File: src/hdl/anbs_pkg.sv
// Shared types, constants and helpers of the Annex B start code splitter.
`timescale 1ns / 1ps

package anbs_pkg;

   localparam int unsigned LEN_FIELD_BITS = 24;
   localparam logic [LEN_FIELD_BITS-1:0] FIELD_MAX = 24'hFF_FFFF;

   localparam int unsigned FIFO_DEPTH    = 8;
   localparam int unsigned FIFO_PTR_BITS = $clog2(FIFO_DEPTH);
   localparam int unsigned FIFO_CNT_BITS = $clog2(FIFO_DEPTH + 1);
   // room for the word in the input register plus the next one, two results each
   localparam logic [FIFO_CNT_BITS-1:0] FIFO_READY_LIMIT = FIFO_CNT_BITS'(FIFO_DEPTH - 4);

   localparam logic [7:0] START_CODE_END = 8'h01;
   localparam logic [7:0] ZERO_BYTE      = 8'h00;

   localparam logic [4:0] NAL_SLICE = 5'd1;
   localparam logic [4:0] NAL_IDR   = 5'd5;
   localparam logic [4:0] NAL_SEI   = 5'd6;
   localparam logic [4:0] NAL_SPS   = 5'd7;
   localparam logic [4:0] NAL_PPS   = 5'd8;
   localparam logic [3:0] NAL_OTHER = 4'd0;

   localparam logic [2:0] PREFIX_SHORT = 3'd3;
   localparam logic [2:0] PREFIX_LONG  = 3'd4;

   localparam logic STATUS_COMPLETE  = 1'b0;
   localparam logic STATUS_TRUNCATED = 1'b1;

   localparam logic [2:0] ZERO_RUN_MAX = 3'd4;

   typedef struct packed {
      logic [3:0]                nal_type;
      logic [2:0]                prefix_length;
      logic [LEN_FIELD_BITS-1:0] unit_length;
      logic                      status;
      logic                      last_of_run;
   } rsp_word_type;

   typedef struct packed {
      logic [1:0]   count;
      rsp_word_type first;
      rsp_word_type second;
   } push_type;

   function automatic logic [3:0] map_type(input logic [7:0] header);
      logic [4:0] t;
      t = header[4:0];
      if (t == NAL_SLICE || t == NAL_IDR || t == NAL_SEI || t == NAL_SPS || t == NAL_PPS)
         return t[3:0];
      return NAL_OTHER;
   endfunction

endpackage

File: src/hdl/anbs_req_if.sv
// Stream byte channel: valid, ready and one byte with its end marker.
`timescale 1ns / 1ps

interface anbs_req_if;
   logic       valid;
   logic       ready;
   logic [7:0] data_byte;
   logic       end_of_stream;

   modport source (output valid, output data_byte, output end_of_stream, input ready);
   modport sink (input valid, input data_byte, input end_of_stream, output ready);
endinterface

File: src/hdl/anbs_rsp_if.sv
// Unit descriptor channel: valid, ready and one result word.
`timescale 1ns / 1ps

interface anbs_rsp_if;
   logic        valid;
   logic        ready;
   logic [3:0]  nal_type;
   logic [2:0]  prefix_length;
   logic [23:0] unit_length;
   logic        status;
   logic        last_of_run;

   modport source (output valid, output nal_type, output prefix_length, output unit_length,
                   output status, output last_of_run, input ready);
   modport sink (input valid, input nal_type, input prefix_length, input unit_length,
                 input status, input last_of_run, output ready);
endinterface

File: src/hdl/annexb_nal_unit_splitter.sv
// Annex B start code splitter top level: input register, scanner and result queue.
//
//   channel   dir   handshake            word
//   req_if    in    valid/ready          data_byte[7:0], end_of_stream
//   rsp_if    out   valid/ready          nal_type, prefix_length, unit_length, status,
//                                        last_of_run
//
// One byte per cycle sustained while req_if.ready is high; a byte sits in the input register in the cycle
// after acceptance and its results enter the 8-word queue at the end of that cycle.
// A byte closing a unit at end of stream yields two words, drained one per cycle while rsp_if.ready is high.
// req_if.ready drops while the queue holds more than four words.
// Synchronous reset clears the scanner state and the queue.
`timescale 1ns / 1ps

module annexb_nal_unit_splitter
   import anbs_pkg::*;
#(
   parameter int unsigned LENGTH_BITS = 24
) (
   input  logic     clock,
   input  logic     reset,
   anbs_req_if.sink   req_if,
   anbs_rsp_if.source rsp_if
);

   logic                     s1_valid_ff, s1_valid_in;
   logic [7:0]               s1_byte_ff;
   logic                     s1_eos_ff;
   logic [FIFO_CNT_BITS-1:0] fill;
   push_type                 push;

   assign req_if.ready = (fill <= FIFO_READY_LIMIT);
   assign s1_valid_in  = req_if.valid && req_if.ready;

   always_ff @(posedge clock) begin
      if (reset) begin
         s1_valid_ff <= 1'b0;
      end else begin
         s1_valid_ff <= s1_valid_in;
      end
      s1_byte_ff <= req_if.data_byte;
      s1_eos_ff  <= req_if.end_of_stream;
   end

   anbs_parser #(
      .LENGTH_BITS (LENGTH_BITS)
   ) u_parser (
      .clock      (clock),
      .reset      (reset),
      .item_valid (s1_valid_ff),
      .item_byte  (s1_byte_ff),
      .item_eos   (s1_eos_ff),
      .push       (push)
   );

   anbs_rsp_fifo u_rsp_fifo (
      .clock  (clock),
      .reset  (reset),
      .push   (push),
      .fill   (fill),
      .rsp_if (rsp_if)
   );

endmodule

File: src/hdl/anbs_parser.sv
// Start code scanner: unit state registers and the per-byte update logic.
`timescale 1ns / 1ps

module anbs_parser
   import anbs_pkg::*;
#(
   parameter int unsigned LENGTH_BITS = 24
) (
   input  logic       clock,
   input  logic       reset,
   input  logic       item_valid,
   input  logic [7:0] item_byte,
   input  logic       item_eos,
   output push_type   push
);

   localparam int unsigned LB = LENGTH_BITS;
   localparam logic [LB-1:0] LEN_CAP =
      (LENGTH_BITS >= LEN_FIELD_BITS) ? LB'(FIELD_MAX) : {LB{1'b1}};
   localparam logic [LB-1:0] LEN_TWO   = LB'(2);
   localparam logic [LB-1:0] LEN_THREE = LB'(3);
   localparam logic [LB-1:0] LEN_FOUR  = LB'(4);

   logic [2:0]    zero_run_ff, zero_run_in;
   logic          in_unit_ff, in_unit_in;
   logic          awaiting_header_ff, awaiting_header_in;
   logic [3:0]    current_type_ff, current_type_in;
   logic          prefix_four_ff, prefix_four_in;
   logic [LB-1:0] byte_count_ff, byte_count_in;
   logic          tail_seen_ff, tail_seen_in;
   logic [LB-1:0] tail_position_ff, tail_position_in;

   logic          is_start;
   logic          new_four;
   logic [LB-1:0] back_off;
   logic [LB-1:0] close_len;
   logic          close_valid;
   logic          eos_valid;
   rsp_word_type  close_word;
   rsp_word_type  eos_word;

   always_comb begin
      is_start = (item_byte == START_CODE_END) && (zero_run_ff >= 3'd2);
      new_four = (zero_run_ff >= 3'd3);
      back_off = new_four ? LEN_THREE : LEN_TWO;

      priority if (byte_count_ff >= LEN_CAP) begin
         close_len = LEN_CAP;
      end else if (byte_count_ff >= back_off) begin
         close_len = byte_count_ff - back_off;
      end else begin
         close_len = '0;
      end
      close_valid = is_start && in_unit_ff;

      zero_run_in        = zero_run_ff;
      in_unit_in         = in_unit_ff;
      awaiting_header_in = awaiting_header_ff;
      current_type_in    = current_type_ff;
      prefix_four_in     = prefix_four_ff;
      byte_count_in      = byte_count_ff;
      tail_seen_in       = tail_seen_ff;
      tail_position_in   = tail_position_ff;

      if (is_start) begin
         in_unit_in         = 1'b1;
         awaiting_header_in = 1'b1;
         current_type_in    = NAL_OTHER;
         prefix_four_in     = new_four;
         byte_count_in      = new_four ? LEN_FOUR : LEN_THREE;
         tail_seen_in       = 1'b0;
         tail_position_in   = '0;
         zero_run_in        = '0;
      end else begin
         if (in_unit_ff) begin
            if (awaiting_header_ff) begin
               current_type_in    = map_type(item_byte);
               awaiting_header_in = 1'b0;
            end
            if (item_byte == ZERO_BYTE && zero_run_ff == 3'd3 && !tail_seen_ff) begin
               tail_seen_in = 1'b1;
               priority if (byte_count_ff >= LEN_CAP) begin
                  tail_position_in = LEN_CAP;
               end else if (byte_count_ff >= LEN_THREE) begin
                  tail_position_in = byte_count_ff - LEN_THREE;
               end else begin
                  tail_position_in = '0;
               end
            end
            if (byte_count_ff < LEN_CAP) begin
               byte_count_in = byte_count_ff + LB'(1);
            end
         end
         if (item_byte == ZERO_BYTE) begin
            zero_run_in = (zero_run_ff < ZERO_RUN_MAX) ? zero_run_ff + 3'd1 : ZERO_RUN_MAX;
         end else begin
            zero_run_in = '0;
         end
      end

      eos_valid = item_eos && in_unit_in;

      close_word.nal_type      = current_type_ff;
      close_word.prefix_length = prefix_four_ff ? PREFIX_LONG : PREFIX_SHORT;
      close_word.unit_length   = LEN_FIELD_BITS'(close_len);
      close_word.status        = STATUS_COMPLETE;
      close_word.last_of_run   = !eos_valid;

      eos_word.nal_type      = current_type_in;
      eos_word.prefix_length = prefix_four_in ? PREFIX_LONG : PREFIX_SHORT;
      eos_word.unit_length   = tail_seen_in ? LEN_FIELD_BITS'(tail_position_in)
                                            : LEN_FIELD_BITS'(byte_count_in);
      eos_word.status        = tail_seen_in ? STATUS_COMPLETE : STATUS_TRUNCATED;
      eos_word.last_of_run   = 1'b1;

      if (item_eos) begin
         zero_run_in        = '0;
         in_unit_in         = 1'b0;
         awaiting_header_in = 1'b0;
         current_type_in    = NAL_OTHER;
         prefix_four_in     = 1'b0;
         byte_count_in      = '0;
         tail_seen_in       = 1'b0;
         tail_position_in   = '0;
      end

      push.count  = item_valid ? ({1'b0, close_valid} + {1'b0, eos_valid}) : 2'd0;
      push.first  = close_valid ? close_word : eos_word;
      push.second = eos_word;
   end

   always_ff @(posedge clock) begin
      if (reset) begin
         zero_run_ff        <= '0;
         in_unit_ff         <= 1'b0;
         awaiting_header_ff <= 1'b0;
         current_type_ff    <= NAL_OTHER;
         prefix_four_ff     <= 1'b0;
         byte_count_ff      <= '0;
         tail_seen_ff       <= 1'b0;
         tail_position_ff   <= '0;
      end else if (item_valid) begin
         zero_run_ff        <= zero_run_in;
         in_unit_ff         <= in_unit_in;
         awaiting_header_ff <= awaiting_header_in;
         current_type_ff    <= current_type_in;
         prefix_four_ff     <= prefix_four_in;
         byte_count_ff      <= byte_count_in;
         tail_seen_ff       <= tail_seen_in;
         tail_position_ff   <= tail_position_in;
      end
   end

   a_zero_run_bound: assert property (@(posedge clock) disable iff (reset)
      zero_run_ff <= ZERO_RUN_MAX)
      else $error("zero run beyond saturation");

   a_header_in_unit: assert property (@(posedge clock) disable iff (reset)
      (awaiting_header_ff || tail_seen_ff) |-> in_unit_ff)
      else $error("unit flags set with no open unit");

   a_eos_clears: assert property (@(posedge clock) disable iff (reset)
      (item_valid && item_eos) |=> (!in_unit_ff && zero_run_ff == 3'd0))
      else $error("state not cleared after end of stream");

   a_count_cap: assert property (@(posedge clock) disable iff (reset)
      byte_count_ff <= LEN_CAP)
      else $error("byte count above cap");

endmodule

File: src/hdl/anbs_rsp_fifo.sv
// Result queue: takes up to two words a cycle, hands out one word a cycle while rsp_if.ready is high.
`timescale 1ns / 1ps

module anbs_rsp_fifo
   import anbs_pkg::*;
(
   input  logic                     clock,
   input  logic                     reset,
   input  push_type                 push,
   output logic [FIFO_CNT_BITS-1:0] fill,
   anbs_rsp_if.source               rsp_if
);

   rsp_word_type             mem_ff [FIFO_DEPTH];
   logic [FIFO_PTR_BITS-1:0] wr_ptr_ff, wr_ptr_in;
   logic [FIFO_PTR_BITS-1:0] rd_ptr_ff, rd_ptr_in;
   logic [FIFO_CNT_BITS-1:0] count_ff, count_in;
   logic                     pop;
   rsp_word_type             head;

   always_comb begin
      pop       = rsp_if.valid && rsp_if.ready;
      wr_ptr_in = wr_ptr_ff + FIFO_PTR_BITS'(push.count);
      rd_ptr_in = rd_ptr_ff + FIFO_PTR_BITS'(pop);
      count_in  = count_ff + FIFO_CNT_BITS'(push.count) - FIFO_CNT_BITS'(pop);
      head      = mem_ff[rd_ptr_ff];
   end

   always_ff @(posedge clock) begin
      if (push.count != 2'd0) begin
         mem_ff[wr_ptr_ff] <= push.first;
      end
      if (push.count == 2'd2) begin
         mem_ff[wr_ptr_ff + FIFO_PTR_BITS'(1)] <= push.second;
      end
   end

   always_ff @(posedge clock) begin
      if (reset) begin
         wr_ptr_ff <= '0;
         rd_ptr_ff <= '0;
         count_ff  <= '0;
      end else begin
         wr_ptr_ff <= wr_ptr_in;
         rd_ptr_ff <= rd_ptr_in;
         count_ff  <= count_in;
      end
   end

   assign fill                 = count_ff;
   assign rsp_if.valid         = (count_ff != '0);
   assign rsp_if.nal_type      = head.nal_type;
   assign rsp_if.prefix_length = head.prefix_length;
   assign rsp_if.unit_length   = head.unit_length;
   assign rsp_if.status        = head.status;
   assign rsp_if.last_of_run   = head.last_of_run;

   a_no_overflow: assert property (@(posedge clock) disable iff (reset)
      (32'(count_ff) + 32'(push.count)) <= FIFO_DEPTH)
      else $error("result queue overflow");

   a_fill_bound: assert property (@(posedge clock) disable iff (reset)
      count_ff <= FIFO_CNT_BITS'(FIFO_DEPTH))
      else $error("fill count out of range");

   a_ptr_match: assert property (@(posedge clock) disable iff (reset)
      (wr_ptr_ff - rd_ptr_ff) == FIFO_PTR_BITS'(count_ff))
      else $error("pointers disagree with fill count");

endmodule
File: src/flat_wrapper.sv
// flat-port wrapper written by rule: the top's interface ports become plain ports
module annexb_nal_unit_splitter_flat import anbs_pkg::*;
#(
   parameter int unsigned LENGTH_BITS = 24
)
  (clock, reset, req_if_valid, req_if_data_byte, req_if_end_of_stream, req_if_ready, rsp_if_valid, rsp_if_nal_type, rsp_if_prefix_length, rsp_if_unit_length, rsp_if_status, rsp_if_last_of_run, rsp_if_ready);
  anbs_req_if req_if_i ();
  anbs_rsp_if rsp_if_i ();
  input  logic clock;
  input  logic reset;
  input wire logic [$bits(req_if_i.valid)-1:0] req_if_valid;
  input wire logic [$bits(req_if_i.data_byte)-1:0] req_if_data_byte;
  input wire logic [$bits(req_if_i.end_of_stream)-1:0] req_if_end_of_stream;
  output wire logic [$bits(req_if_i.ready)-1:0] req_if_ready;
  output wire logic [$bits(rsp_if_i.valid)-1:0] rsp_if_valid;
  output wire logic [$bits(rsp_if_i.nal_type)-1:0] rsp_if_nal_type;
  output wire logic [$bits(rsp_if_i.prefix_length)-1:0] rsp_if_prefix_length;
  output wire logic [$bits(rsp_if_i.unit_length)-1:0] rsp_if_unit_length;
  output wire logic [$bits(rsp_if_i.status)-1:0] rsp_if_status;
  output wire logic [$bits(rsp_if_i.last_of_run)-1:0] rsp_if_last_of_run;
  input wire logic [$bits(rsp_if_i.ready)-1:0] rsp_if_ready;
  assign req_if_i.valid = req_if_valid;
  assign req_if_i.data_byte = req_if_data_byte;
  assign req_if_i.end_of_stream = req_if_end_of_stream;
  assign req_if_ready = req_if_i.ready;
  assign rsp_if_valid = rsp_if_i.valid;
  assign rsp_if_nal_type = rsp_if_i.nal_type;
  assign rsp_if_prefix_length = rsp_if_i.prefix_length;
  assign rsp_if_unit_length = rsp_if_i.unit_length;
  assign rsp_if_status = rsp_if_i.status;
  assign rsp_if_last_of_run = rsp_if_i.last_of_run;
  assign rsp_if_i.ready = rsp_if_ready;
  annexb_nal_unit_splitter #(.LENGTH_BITS(LENGTH_BITS)) u_core (.clock(clock), .reset(reset), .req_if(req_if_i), .rsp_if(rsp_if_i));
endmodule
File: config.mk
export PLATFORM = sky130hd
export DESIGN_NAME = annexb_nal_unit_splitter_flat
export DESIGN_NICKNAME = d
export VERILOG_FILES = /design/src/hdl/anbs_pkg.sv /design/src/hdl/anbs_req_if.sv /design/src/hdl/anbs_rsp_if.sv /design/src/hdl/annexb_nal_unit_splitter.sv /design/src/hdl/anbs_parser.sv /design/src/hdl/anbs_rsp_fifo.sv /design/src/flat_wrapper.sv
export SDC_FILE = /design/constraint.sdc
export NUM_CORES = 1
export LEC_CHECK = 0
export ABC_CLOCK_PERIOD_IN_PS = 11910
export BUFFER_PORTS_ARGS = -buffer_cell sky130_fd_sc_hd__buf_4
export CAP_MARGIN = 20
export CORE_UTILIZATION = 25
export DETAILED_ROUTE_END_ITERATION = 7
export HOLD_SLACK_MARGIN = 0.02
export PLACE_DENSITY_LB_ADDON = 0.1
export SYNTH_ARGS = -nofsm -noshare
export SYNTH_HDL_FRONTEND = slang
export SYNTH_HIERARCHICAL = 1
export SYNTH_SLANG_ARGS = --single-unit
export TNS_END_PERCENT = 50
File: constraint.sdc
create_clock -name clock -period 11.91 [get_ports clock]
set_input_delay 1.7865 -clock clock [delete_from_list [all_inputs] [get_ports clock]]
set_output_delay 1.7865 -clock clock [all_outputs]
set_load 0.03 [all_outputs]
# After elaboration in Yosys (flattened, before gate mapping)
# Memories as Yosys holds them, arrays and structs flattened. A register that Yosys moved wholly into a read port is not among the register bits.
# Cells that the tools add are included.
# op_classes
mux	50
reduce_logical	18
multipliers	0
eq_ne	8
addsub	10
shift	0
div	0
n_bitwise	0
n_lt_le_gt_ge	8
# ops
operator	count
$mux W24	13
$mux W33	1
$add A24 B1 Y24 const B	1
$ge A24 B2 Y1	1
$ge A24 B2 Y1 const B	1
$ge A24 B24 Y1 const B	1
$lt A24 B24 Y1 const B	1
$mux W3	8
$mux W4	6
$sub A24 B2 Y24	1
$sub A24 B2 Y24 const B	1
$mux W1	21
$eq A5 B3 Y1 const B	3
$eq A8 B1 Y1 const B	1
$logic_not A8 Y1	1
$logic_and A1 B1 Y1	7
$add A3 B1 Y3 const B	2
$ge A3 B2 Y1 const B	2
$eq A5 B1 Y1 const B	1
$eq A5 B4 Y1 const B	1
$add A4 B2 Y4	1
$le A4 B3 Y1 const B	1
$logic_or A1 B1 Y1	4
$reduce_bool A4 Y1	1
other kinds (12)	13
# totals
latch_bits	0
mem_bits_rw	264
input_bits	13
out_inout_bits	35
memories	1
wordCells	109
register_bits	79
rom_bits	0
# memory_table
name	depth	width	rd	rd_clocked_by_memory_dff	wr	line_no	text
u_core.u_rsp_fifo.mem_ff	8	33	1	1	2	anbs_rsp_fifo.sv:14	rsp_word_type mem_ff [FIFO_DEPTH];

# Longest topological paths before layout
# depth
ltp_word	14
ltp_mapped	16
depth_no_buf	14

# Hierarchy
# Netlist, hierarchy kept.
# by_module_without_submodules
mod	cells_per_inst	area_each_um2	instances	seq_area_each_um2
anbs_rsp_fifo	754	13858.3	1	8127.8
anbs_parser	741	5216.3	1	1181.1
annexb_nal_unit_splitter	13	226.5	1	200.2

# Least setup slack after synthesis
# Ideal clock, no wire load.
# synth_timing
path_kind	register -> register
from	register u_core.s1_byte_ff[3]
to	memory u_core/u_rsp_fifo/mem_ff[1][0] in the netlist's numbering (enable)
t_arrival_ns	4.926
path_buffers	2
synth_period_minus_slack_ns	5.399
slack_ns	6.511
path_stages_with_launch	12
path_cell_list	dfxtp_1 or4_1 clkbuf_1 nor3_4 nand2_1 inv_1 clkbuf_1 ha_1 inv_1 nor2_1 o21ai_0 o31ai_1
# synth_lines
item	line_no	text
start: declaration	annexb_nal_unit_splitter.sv:27	logic [7:0] s1_byte_ff;
start signal: assignment	annexb_nal_unit_splitter.sv:41	s1_byte_ff <= req_if.data_byte;
end: declaration	anbs_rsp_fifo.sv:14	

==> impl_summary.log <==
INFO  metric num_antenna_cells = 0
INFO  metric grt_pass1_wl = 93100 um
INFO  metric wl_per_cell = 24.5 um
INFO  metric synth-seq-area-share = 0.493
INFO  metric muxShareOfSynthArea = 0.253
INFO  metric skew = 0.0229 ns
INFO  metric synth-seq-cells = 343
INFO  metric first_global_vias = 13100
INFO  metric nets = 1565
INFO  metric drt_drc_violations_left = 0
INFO  metric timing_max_transition_violations_final = 0
INFO  metric worst_slew_pin_slew = 1.11 ns
INFO  metric vias_per_cell = 4.99
INFO  metric setup_viol = 0
INFO  metric clock_tree.buffer_depth = 3
INFO  metric yosys.area_share.xor_xnor = 0.0286
INFO  metric worstSkewPairLatency = 0.59 ns
INFO  metric status = finished clean
INFO  metric cts.sinks = 343
INFO  metric antenna_left = 0
INFO  metric detail_route.first_pass.iterations = 6
INFO  metric pin_count = 48
INFO  metric htree_depth = 2
INFO  metric postSynthCellCount = 1508
INFO  metric fillers = 7743
INFO  metric headroom_to_the_max_slew_limit = 0.263
INFO  metric area_fraction_in_compound_gates_after_synthesis = 0.0855
INFO  metric cts-root-buf = sky130_fd_sc_hd__clkbuf_16
INFO  metric start_kind = register
INFO  metric place_inst = 2515
INFO  metric worstSetupPathType = register to register
INFO  metric ys_async_sr_fraction = 0
INFO  metric finished_layout_cells = 2597
INFO  metric std_cell_rows = 101
INFO  metric biggest_fanout_along_the_worst_timing_path = 34
INFO  metric grt_remaining_overflow = 0
INFO  metric initial_cell_density_of_the_core = 0.253
INFO  metric violation_count_after_the_first_detailed_route_iteration = 833
INFO  metric synthesized_net_count = 1536
INFO  metric grt_max_degree = 63
INFO  metric hold-worst-slack = 0.461 ns
INFO  metric tritoncts = built
INFO  metric yosys.cell_types.count = 83
INFO  metric timing.setup.tns = 0 ns
INFO  metric final_layout_size_suffix_gt1_frac = 0.367
INFO  metric rsz0062_at_grt = no
INFO  metric post_cts.repair.setup_buffers = 0
INFO  metric hold_violations_final = 0
INFO  metric drt-total-wl = 63700 um
INFO  metric detailroute.via_count = 13000
INFO  metric track_usage = 0.162
INFO  metric cp-end-kind = register
INFO  metric reg2reg_slack = 6.13 ns
INFO  metric maxClockFrequency = 0.173 GHz
INFO  metric layout_worst_path_cycle_share = 0.485
INFO  metric dominantRegCellSynth = sky130_fd_sc_hd__edfxtp_1
INFO  metric antenna_found_initial = 1
INFO  metric power_leakage = 0.00784 uW
INFO  metric hpwl_detailed = 40400 um
INFO  metric yosys_warnings = 6
INFO  metric synth_top_family_by_area = multiplexers
INFO  metric max_cap_violations = 0
INFO  metric cp_data_arrival_time = 6.03 ns
INFO  metric port_buffers = 47
INFO  metric ir_drop_worst_case_vdd = 0.0742 mV
INFO  metric synth_simple_gate_area_share = 0.0925
INFO  metric die_width = 280 um
INFO  metric cts-resized-gates = 0
INFO  metric min-delay-path-class = register to register
INFO  metric cell_pwr_density = 136 mW/mm2
INFO  metric syn2layout_area_growth = 15.0%
INFO  metric cts-buffers-inserted = 44
INFO  metric syn_area_per_cell = 12.8 um2
INFO  metric die_y = 280 um
INFO  metric synth_edf_count = 264
INFO  metric cts_hold_repair.buffers = 0
INFO  metric yosys.area_share.adder = 0.0105
INFO  metric coreArea = 0.0762 mm2
INFO  metric critPathRequiredTime = 12.16 ns
INFO  metric die_area = 0.0783 mm2
INFO  metric finalCriticalPeriod = 5.78 ns
INFO  metric clkTransAtPathRegs = 0.06 ns
INFO  metric syn_area = 0.0193 mm2
INFO  metric globalplace.congestion = 0.828
[cell families after synthesis]
logic type / after synthesis
AO/OA/AOI/OAI: 250
XOR/XNOR: 60
adder cells (fa/ha/maj): 15
buffers and inverters: 140
flip-flops: 343
multiplexers: 366
other: 1
AND/OR/NAND/NOR: 333
[area by class of cell]
class	count	area, um2	area share
sequential	343	9520	0.429
inverter	29	109	0.00491
tap	1030	1290	0.0581
multi-input combinational	1025	9190	0.414
clock inverter	25	228	0.0103
timing repair buffer	94	703	0.0317
clock buffer	51	1150	0.0518
[power breakdown]
group | total (uW) | switching [uW] | internal (uW) | leakage, uW
combinational | 393 | 224 | 169 | 0.00406
clock | 1310 | 555 | 756 | 0.000673
sequential | 1310 | 24.2 | 1280 | 0.00310
total | 3010 | 802 | 2210 | 0.00784
[stage by stage]
| stage | setup slack (ns) | util | power [uW] | area, um2 |
|---|---|---|---|---|
| 6_report | 6.13 | 0.291 | 3010 | 22200 |
| 5_1_grt | 5.68 | 0.291 | 3140 | 22200 |
| 4_1_cts | 5.99 | 0.291 | 3080 | 22100 |
| 3_5_place_dp | 6.00 | 0.273 | 1740 | 20800 |
| 3_3_place_gp | 6.24 | 0.272 | 1740 | 20800 |
| 2_1_floorplan | 6.51 | - | 1600 | 19300 |
[synthesized netlist by cell type, drive strengths merged, types with 4 or more instances]
cell type | instances | area share
dfxtp | 79 | 0.082
o21a | 8 | 0.0031
buf | 62 | 0.022
o31ai | 13 | 0.0051
xor2 | 29 | 0.014
nand2b | 9 | 0.0029
inv | 29 | 0.0056
o221ai | 8 | 0.0036
and3 | 9 | 0.0029
nand4 | 13 | 0.0045
or3 | 6 | 0.0019
and2 | 8 | 0.0026
nor4 | 25 | 0.0099
a22oi | 17 | 0.0066
o2111ai | 4 | 0.0018
o22ai | 8 | 0.0026
a2bb2oi | 5 | 0.0023
a21o | 11 | 0.0043
a31o | 6 | 0.0027
xnor2 | 31 | 0.014
or4 | 9 | 0.0035
a211oi | 7 | 0.0027
nor3 | 30 | 0.0086
mux2 | 299 | 0.18
nor2b | 6 | 0.0019
a22o | 4 | 0.0018
a31oi | 11 | 0.0036
nor2 | 93 | 0.019
a21oi | 57 | 0.015
o21ai | 62 | 0.016
a32o | 6 | 0.0031
clkbuf | 49 | 0.0095
nand4b | 4 | 0.0018
nand2 | 73 | 0.015
edfxtp | 264 | 0.41
mux4 | 66 | 0.077
ha | 13 | 0.0084
nand3 | 28 | 0.0078
[routing by layer]
layer  vias to the layer above  part of all wire  global-route usage  wire length, um
met2                       301              0.47               0.261            29700
li1                       5921                 -                   -                -
met5                         -                 0                   0                0
met3                        90             0.039              0.0223             2510
met1                      6641              0.47               0.224            29900
met4                         0             0.026              0.0464             1660
[critical path, cell delays in order, from the launching register on]
cell	delay [ns]
sky130_fd_sc_hd__dfxtp_1	0.34
sky130_fd_sc_hd__or4_1	0.68
sky130_fd_sc_hd__nor3_4	0.58
sky130_fd_sc_hd__nand2_1	0.49
sky130_fd_sc_hd__inv_1	0.48
sky130_fd_sc_hd__ha_1	0.23
sky130_fd_sc_hd__inv_1	0.15
sky130_fd_sc_hd__nor2_1	0.35
sky130_fd_sc_hd__nor4b_2	0.39
sky130_fd_sc_hd__nand2_2	0.70
sky130_fd_sc_hd__o31ai_4	0.58
sky130_fd_sc_hd__buf_4	0.47
[state kept, by name (all words and copies together), names as in the netlist, 3 cells and up]
signal	flops
u_core/u_parser/byte_count_ff	24
u_core/u_rsp_fifo/wr_ptr_ff	3
u_core/u_rsp_fifo/mem_ff	264
u_core/u_parser/current_type_ff	4
u_core/s1_byte_ff	8
u_core/u_rsp_fifo/rd_ptr_ff	3
u_core/u_rsp_fifo/fill	4
u_core/u_parser/tail_position_ff	24
u_core/u_parser/zero_run_ff	3
[path summary, 6_finish.rpt]
| check | start | to | cells past startpoint |
|---|---|---|---|
| setup reg to reg | u_core/s1_byte_ff[3]$_DFF_P_ | u_core/u_rsp_fifo/mem_ff[1][5]$_DFFE_PP_ | 11 |
| hold / removal | u_core/u_parser/tail_position_ff[20]$_SDFFE_PP0P_ | u_core/u_parser/tail_position_ff[20]$_SDFFE_PP0P_ | 1 |
| setup / recovery | u_core/s1_byte_ff[3]$_DFF_P_ | u_core/u_rsp_fifo/mem_ff[1][5]$_DFFE_PP_ | 11 |
| hold reg to reg | u_core/u_parser/tail_position_ff[20]$_SDFFE_PP0P_ | u_core/u_parser/tail_position_ff[20]$_SDFFE_PP0P_ | 1 |
[layout by cell type, fill, tap and decap left out, types with 6 or more instances in the layout]
cell type and count:
sky130_fd_sc_hd__a211oi_1 7, sky130_fd_sc_hd__a21o_1 11, sky130_fd_sc_hd__a21oi_1 56, sky130_fd_sc_hd__a22oi_1 17, sky130_fd_sc_hd__a31o_2 6, sky130_fd_sc_hd__a31oi_1 11
sky130_fd_sc_hd__a32o_1 6, sky130_fd_sc_hd__and2_1 8, sky130_fd_sc_hd__and3_1 9, sky130_fd_sc_hd__buf_4 88, sky130_fd_sc_hd__clkbuf_1 6, sky130_fd_sc_hd__clkbuf_16 45
sky130_fd_sc_hd__clkinv_1 9, sky130_fd_sc_hd__clkinv_2 8, sky130_fd_sc_hd__dfxtp_1 76, sky130_fd_sc_hd__edfxtp_1 264, sky130_fd_sc_hd__ha_1 13, sky130_fd_sc_hd__inv_1 29
sky130_fd_sc_hd__mux2_2 294, sky130_fd_sc_hd__mux4_2 66, sky130_fd_sc_hd__nand2_1 69, sky130_fd_sc_hd__nand2b_1 9, sky130_fd_sc_hd__nand3_1 26, sky130_fd_sc_hd__nand4_1 12
sky130_fd_sc_hd__nor2_1 88, sky130_fd_sc_hd__nor2b_1 6, sky130_fd_sc_hd__nor3_1 28, sky130_fd_sc_hd__nor4_1 20, sky130_fd_sc_hd__o21a_1 8, sky130_fd_sc_hd__o21ai_0 55
sky130_fd_sc_hd__o221ai_1 8, sky130_fd_sc_hd__o22ai_1 6, sky130_fd_sc_hd__o31ai_1 11, sky130_fd_sc_hd__or3_1 6, sky130_fd_sc_hd__or4_1 9, sky130_fd_sc_hd__xnor2_1 30
sky130_fd_sc_hd__xor2_1 28
Power figures use the tool's default switching activity.
